$ cat config.mk
export PLATFORM = sky130hd
export DESIGN_NAME = dclr_front
export DESIGN_NICKNAME = d
export VERILOG_FILES = /design/src/dclr_pkg.sv /design/src/dclr_front.sv
export SDC_FILE = /design/constraint.sdc
export NUM_CORES = 1
export LEC_CHECK = 0
export ABC_AREA = 1
export BUFFER_PORTS_ARGS = -buffer_cell sky130_fd_sc_hd__buf_2
export CAP_MARGIN = 20
export CORE_MARGIN = 5
export CORE_UTILIZATION = 43
export DETAILED_ROUTE_END_ITERATION = 8
export PLACE_DENSITY_LB_ADDON = 0.08
export RECOVER_POWER = 50
export SKIP_LAST_GASP = 1
export SLEW_MARGIN = 30
export SYNTH_ARGS = -nofsm -noshare
export SYNTH_HDL_FRONTEND = slang
export SYNTH_SLANG_ARGS = --single-unit
$ cat constraint.sdc
create_clock -name i_clk -period 1.6 [get_ports i_clk]
set_input_delay 0.08 -clock i_clk [delete_from_list [all_inputs] [get_ports i_clk]]
set_output_delay 0.08 -clock i_clk [all_outputs]
set_load 0.03 [all_outputs]
$ cat src/dclr_pkg.sv
package dclr_pkg;

    localparam int RING_DEPTH_DEF    = 16384;
    localparam int FRACTION_BITS_DEF = 16;

    localparam int SAMPLE_W  = 16;
    localparam int TIME_W    = 44;
    localparam int STEP_W    = 17;
    localparam int STEP_FRAC = 16;

    localparam logic [STEP_W-1:0] SLOW_STEP_RST = STEP_W'(64881);
    localparam logic [STEP_W-1:0] FAST_STEP_RST = STEP_W'(66191);

    typedef enum logic [0:0] {
        OP_WRITE = 1'b0,
        OP_PLAY  = 1'b1
    } t_op;

    typedef enum logic [1:0] {
        RATE_NOMINAL = 2'd0,
        RATE_SLOW    = 2'd1,
        RATE_FAST    = 2'd2
    } t_rate_mode;

    typedef enum logic [0:0] {
        CFG_SLOW_STEP = 1'b0,
        CFG_FAST_STEP = 1'b1
    } t_cfg_reg;

    typedef struct packed {
        t_op                 op;
        logic [SAMPLE_W-1:0] sample;
        t_rate_mode          mode;
    } t_item;

endpackage

$ cat src/dclr_front.sv
module dclr_front
    import dclr_pkg::*;
(
    input  logic                i_clk,
    input  logic                i_rst_n,
    input  logic                i_valid,
    output logic                o_ready,
    input  t_op                 i_op,
    input  logic [SAMPLE_W-1:0] i_sample_in,
    input  logic [TIME_W-1:0]   i_now_ms,
    input  logic [TIME_W-1:0]   i_frame_time_ms,
    output logic                o_q_valid,
    output t_item               o_q_item,
    input  logic                i_q_pop
);

    t_item      r_slot [2];
    logic       r_wr_ptr;
    logic       r_rd_ptr;
    logic [1:0] r_cnt;
    logic [1:0] n_cnt;
    t_item      w_item;
    logic       w_push;

    // The timing decision is taken here so that the back end only selects a step.
    always_comb begin
        w_item.op     = i_op;
        w_item.sample = i_sample_in;
        if (i_now_ms > i_frame_time_ms) begin
            w_item.mode = RATE_SLOW;
        end else if (i_now_ms < i_frame_time_ms) begin
            w_item.mode = RATE_FAST;
        end else begin
            w_item.mode = RATE_NOMINAL;
        end
    end

    assign o_ready   = !r_cnt[1];
    assign w_push    = i_valid && o_ready;
    assign o_q_valid = (r_cnt != 2'd0);
    assign o_q_item  = r_slot[r_rd_ptr];

    always_comb begin
        n_cnt = r_cnt;
        if (w_push && !i_q_pop) begin
            n_cnt = r_cnt + 2'd1;
        end else if (!w_push && i_q_pop) begin
            n_cnt = r_cnt - 2'd1;
        end
    end

    always_ff @(posedge i_clk) begin
        if (!i_rst_n) begin
            r_wr_ptr <= 1'b0;
            r_rd_ptr <= 1'b0;
            r_cnt    <= 2'd0;
        end else begin
            r_cnt <= n_cnt;
            if (w_push) begin
                r_wr_ptr <= !r_wr_ptr;
            end
            if (i_q_pop) begin
                r_rd_ptr <= !r_rd_ptr;
            end
        end
    end

    always_ff @(posedge i_clk) begin
        if (w_push) begin
            r_slot[r_wr_ptr] <= w_item;
        end
    end

endmodule

==> flow_summary.rst <==
.. list-table::
   :header-rows: 1

   * - Metric
     - Value
   * - First-pass GRT wire length
     - about 10,000 um
   * - Count of final hold-check violations
     - 0
   * - Per-instance average area after synthesis
     - roughly 9.6 sq um
   * - Maximum number of pins on one net before global-route repair
     - 17
   * - Total standard cell area after synthesis
     - between 0.002 and 0.003 sq mm
   * - Destination of the worst hold path
     - r_cnt[1]
   * - Sequential cell area in the final layout
     - ~0.0012 sq mm
   * - Share of the clock period used by the worst path
     - 0.917
   * - FFs w/ async S/R, synth
     - 0
   * - Drt wl/cell
     - around 11 um
   * - Area inside the core boundary
     - 0.00639 sq mm
   * - Vias in the first global route
     - around 2,500
   * - Path depth of the worst reg2reg path
     - 8
   * - Min setup slack post-route
     - 0.133 ns
   * - Count of final setup violators
     - 0
   * - Post-synthesis sequential area ratio
     - 0.436
   * - Antenna violations before repair
     - 0
   * - Dominant synthesized flop cell
     - edfxtp_1
   * - Total global routing track utilization
     - 0.142
   * - Worst endpoint required time
     - 1.52 ns
   * - Critical Setup Path Class
     - reg2out
   * - Area growth from synthesis to layout
     - 36.5%
   * - Final setup skew
     - 0.00807 ns
   * - Die Y-Extent
     - roughly 90 um
   * - Total congestion overflow
     - 0
   * - H-tree lvl count
     - 2
   * - Critical register-to-register path startpoint
     - r_cnt[1]
   * - DIE AREA
     - around 0.0084 sq mm
   * - Leakage power figure
     - 2.05 nW
   * - First-pass iteration count of the detailed router
     - 4
   * - Ports
     - 130
   * - Relative slew margins
     - 0.722
   * - Clock slew seen by the registers of the worst setup and hold paths
     - 0.08 ns
   * - TNS Setup
     - 0 ns
   * - Top cells by instance count after synthesis
     - inv_1 (66), nand2_1 (59), ha_1 (45)
   * - Count of synthesis-stage warnings from yosys
     - 0
   * - Clock tree sinks
     - between 40 and 50
   * - Placer Congestion
     - a little over 0.7
   * - Pwr dens
     - 768 mW/mm^2
   * - Combined area of the multi-input logic cells
     - about 0.0013 sq mm
   * - Post-Synthesis Net Count
     - 451
   * - Final wirelength
     - approximately 5900 um
   * - Path category of the worst min-delay check
     - in2reg
   * - Max-cap viol count
     - 0
   * - Hold path depth
     - 3
   * - Dominant cells by area after synthesis
     - edfxtp_1 (40%), ha_1 (20%), inv_1 (8.7%)
   * - Number of buffers added by the clock tree synthesis step
     - 5
   * - Count of antenna diodes in the layout
     - 0
   * - DRT iter0 DRCs
     - 35
   * - Cell variety after synth
     - 22
   * - Buffers added on ports
     - 129
   * - DP Wirelength
     - a little under 5000 um
   * - Overall die width
     - 91.4 um
   * - Share of layout cells above drive strength 1
     - 0.352
   * - Setup repair after global routing missed its margin
     - false
   * - Post-route minimum period
     - between 1 and 1.5 ns
   * - Nature of the critical path startpoint
     - register
   * - Count of flip-flops with a built-in enable after synthesis
     - 38
   * - Post-layout nets
     - 608
   * - Max Buffers Root-to-Sink
     - 2
   * - Total non-filler cell area in the finished layout
     - 0.00389 sq mm
   * - Synthesized instance count
     - roughly 300
   * - Clock tree from TritonCTS
     - built
   * - Highest net fanout along the worst path
     - 16
   * - Hold Startpoint
     - i_rst_n
   * - Critical path capture point type
     - output port
   * - Tot Pwr
     - ~3.0 mW
   * - Most repeated cell in the gate-level netlist after synthesis
     - inv_1
   * - Data arrival, critical path
     - between 1 and 1.5 ns
   * - Area share of the largest cell type after synthesis
     - 0.401
   * - FILL cells
     - 585
   * - Post-CTS setup buffer count
     - 0
   * - Mean number of vias per cell
     - 4.48
   * - Number of synthesized register bits
     - 43
   * - Terminus of the critical flop-to-flop path
     - r_cnt[1]
   * - DR DRC count
     - 0
   * - Outcome
     - finished, final reports clean
   * - Largest area contributor in the synthesized netlist
     - edfxtp_1
   * - Total vias in the final route
     - ~2,400
   * - Actual transition at the worst max-transition pin
     - about 0.42 ns
   * - Maximum clock frequency
     - 0.682 GHz
   * - Placed instance area
     - roughly 0.0036 sq mm
   * - CTS Root Cell
     - clkbuf_8
   * - Reg2Reg Setup Slack
     - approximately 0.22 ns
   * - Initial core utilization
     - 0.446
   * - Worst setup timing slack at the placement stage
     - around 0.13 ns
   * - Count of final max-slew check failures
     - 0
   * - Worst-Skew Late Latency
     - between 0.2 and 0.3 ns
   * - Worst ir drop on vdd
     - between 0.7 and 0.8 mV
   * - Number of cell rows
     - 29
   * - Number of routed nets with antenna violations
     - 0
   * - Final hold slack
     - approximately 0.049 ns
==> cells in the final DEF (no fill, tap or decap), drive strengths merged <==
cell and instances:
mux2 19, and2 1, dlygate4sd3 17, dfxtp 5, a21oi 17, nand3 6
clkbuf 24, buf 119, nand2 60, edfxtp 38, ha 45, o21ai 3
nor3 2, a21o 4, inv 69, xnor2 1, nor2 22, nand4 3
==> repair_timing <==
| item | in CTS | in global routing |
|---|---|---|
| hold endpoints to repair | 34 | 0 |
| hold buffers | 17 | 0 |
| resized for setup | 0 | 2 |
| setup endpoints to repair | 0 | 7 |
==> routing by layer <==
layer	global-route usage	up-vias	routed length, um	part of all wire
met5	0	-	0	0
met4	0.0330	0	56	0.0096
met3	0.0479	5	485	0.083
met2	0.257	75	2950	0.50
met1	0.160	1026	2360	0.40
li1	-	1279	-	-
==> cells by family after synthesis <==
| family | Yosys count | share of synthesized area |
|---|---|---|
| simple gates | 94 | 0.148 |
| buf+inv | 71 | 0.0944 |
| fa+ha+maj | 45 | 0.198 |
| flops | 43 | 0.436 |
| compound gates | 24 | 0.0457 |
| mux | 19 | 0.0751 |
| xor+xnor | 1 | 0.00307 |
==> metrics by stage <==
step	utilization	cells
2_1_floorplan	-	297
3_3_place_gp	0.571	507
3_5_place_dp	0.571	507
4_1_cts	0.613	532
5_1_grt	0.609	532
6_report	0.609	532
==> critical path, cell delays in order (launching register included) <==
cell and delay, ns:
dfxtp_2 0.39, buf_12 0.17, mux2_2 0.35, buf_2 0.18
==> sequential cells by signal, indices dropped and copies added (netlist names), named ones only <==
name and cells:
r_wr_ptr 1, r_rd_ptr 1, r_slot 38, r_cnt 2
==> worst max-delay path by stage <==
| stage | from | endpoint | slack, ns | cells past startpoint |
|---|---|---|---|---|
| floorplan | r_cnt[1] | r_slot[1][0] | -0.04 | 3 |
| global placement | i_now_ms[35] | r_slot[1][0] | 0.13 | 9 |
| detailed placement | i_now_ms[19] | r_slot[0][0] | 0.13 | 9 |
| CTS | register | o_q_item[6] | 0.03 | 3 |
| global route | r_cnt[1] | r_cnt[1] | 0.05 | 8 |
| finish | register | o_q_item[16] | 0.13 | 3 |
==> report_power, final <==
group / internal (mW) / total (mW) / switching, mW
Clock: 0.404 / 0.738 / 0.334
Combinational: 0.382 / 0.889 / 0.507
Sequential: 1.33 / 1.36 / 0.0238
Total: 2.12 / 2.99 / 0.865
==> final cells by class <==
| class | count | share of cell area |
|---|---|---|
| clock buffers | 8 | 0.0261 |
| flip-flops and latches | 43 | 0.319 |
| multi-input cells | 183 | 0.345 |
| well taps | 77 | 0.0248 |
| inverters | 69 | 0.0666 |
| repair buffers | 152 | 0.218 |
No activity file was read; power rests on OpenSTA's default activity.
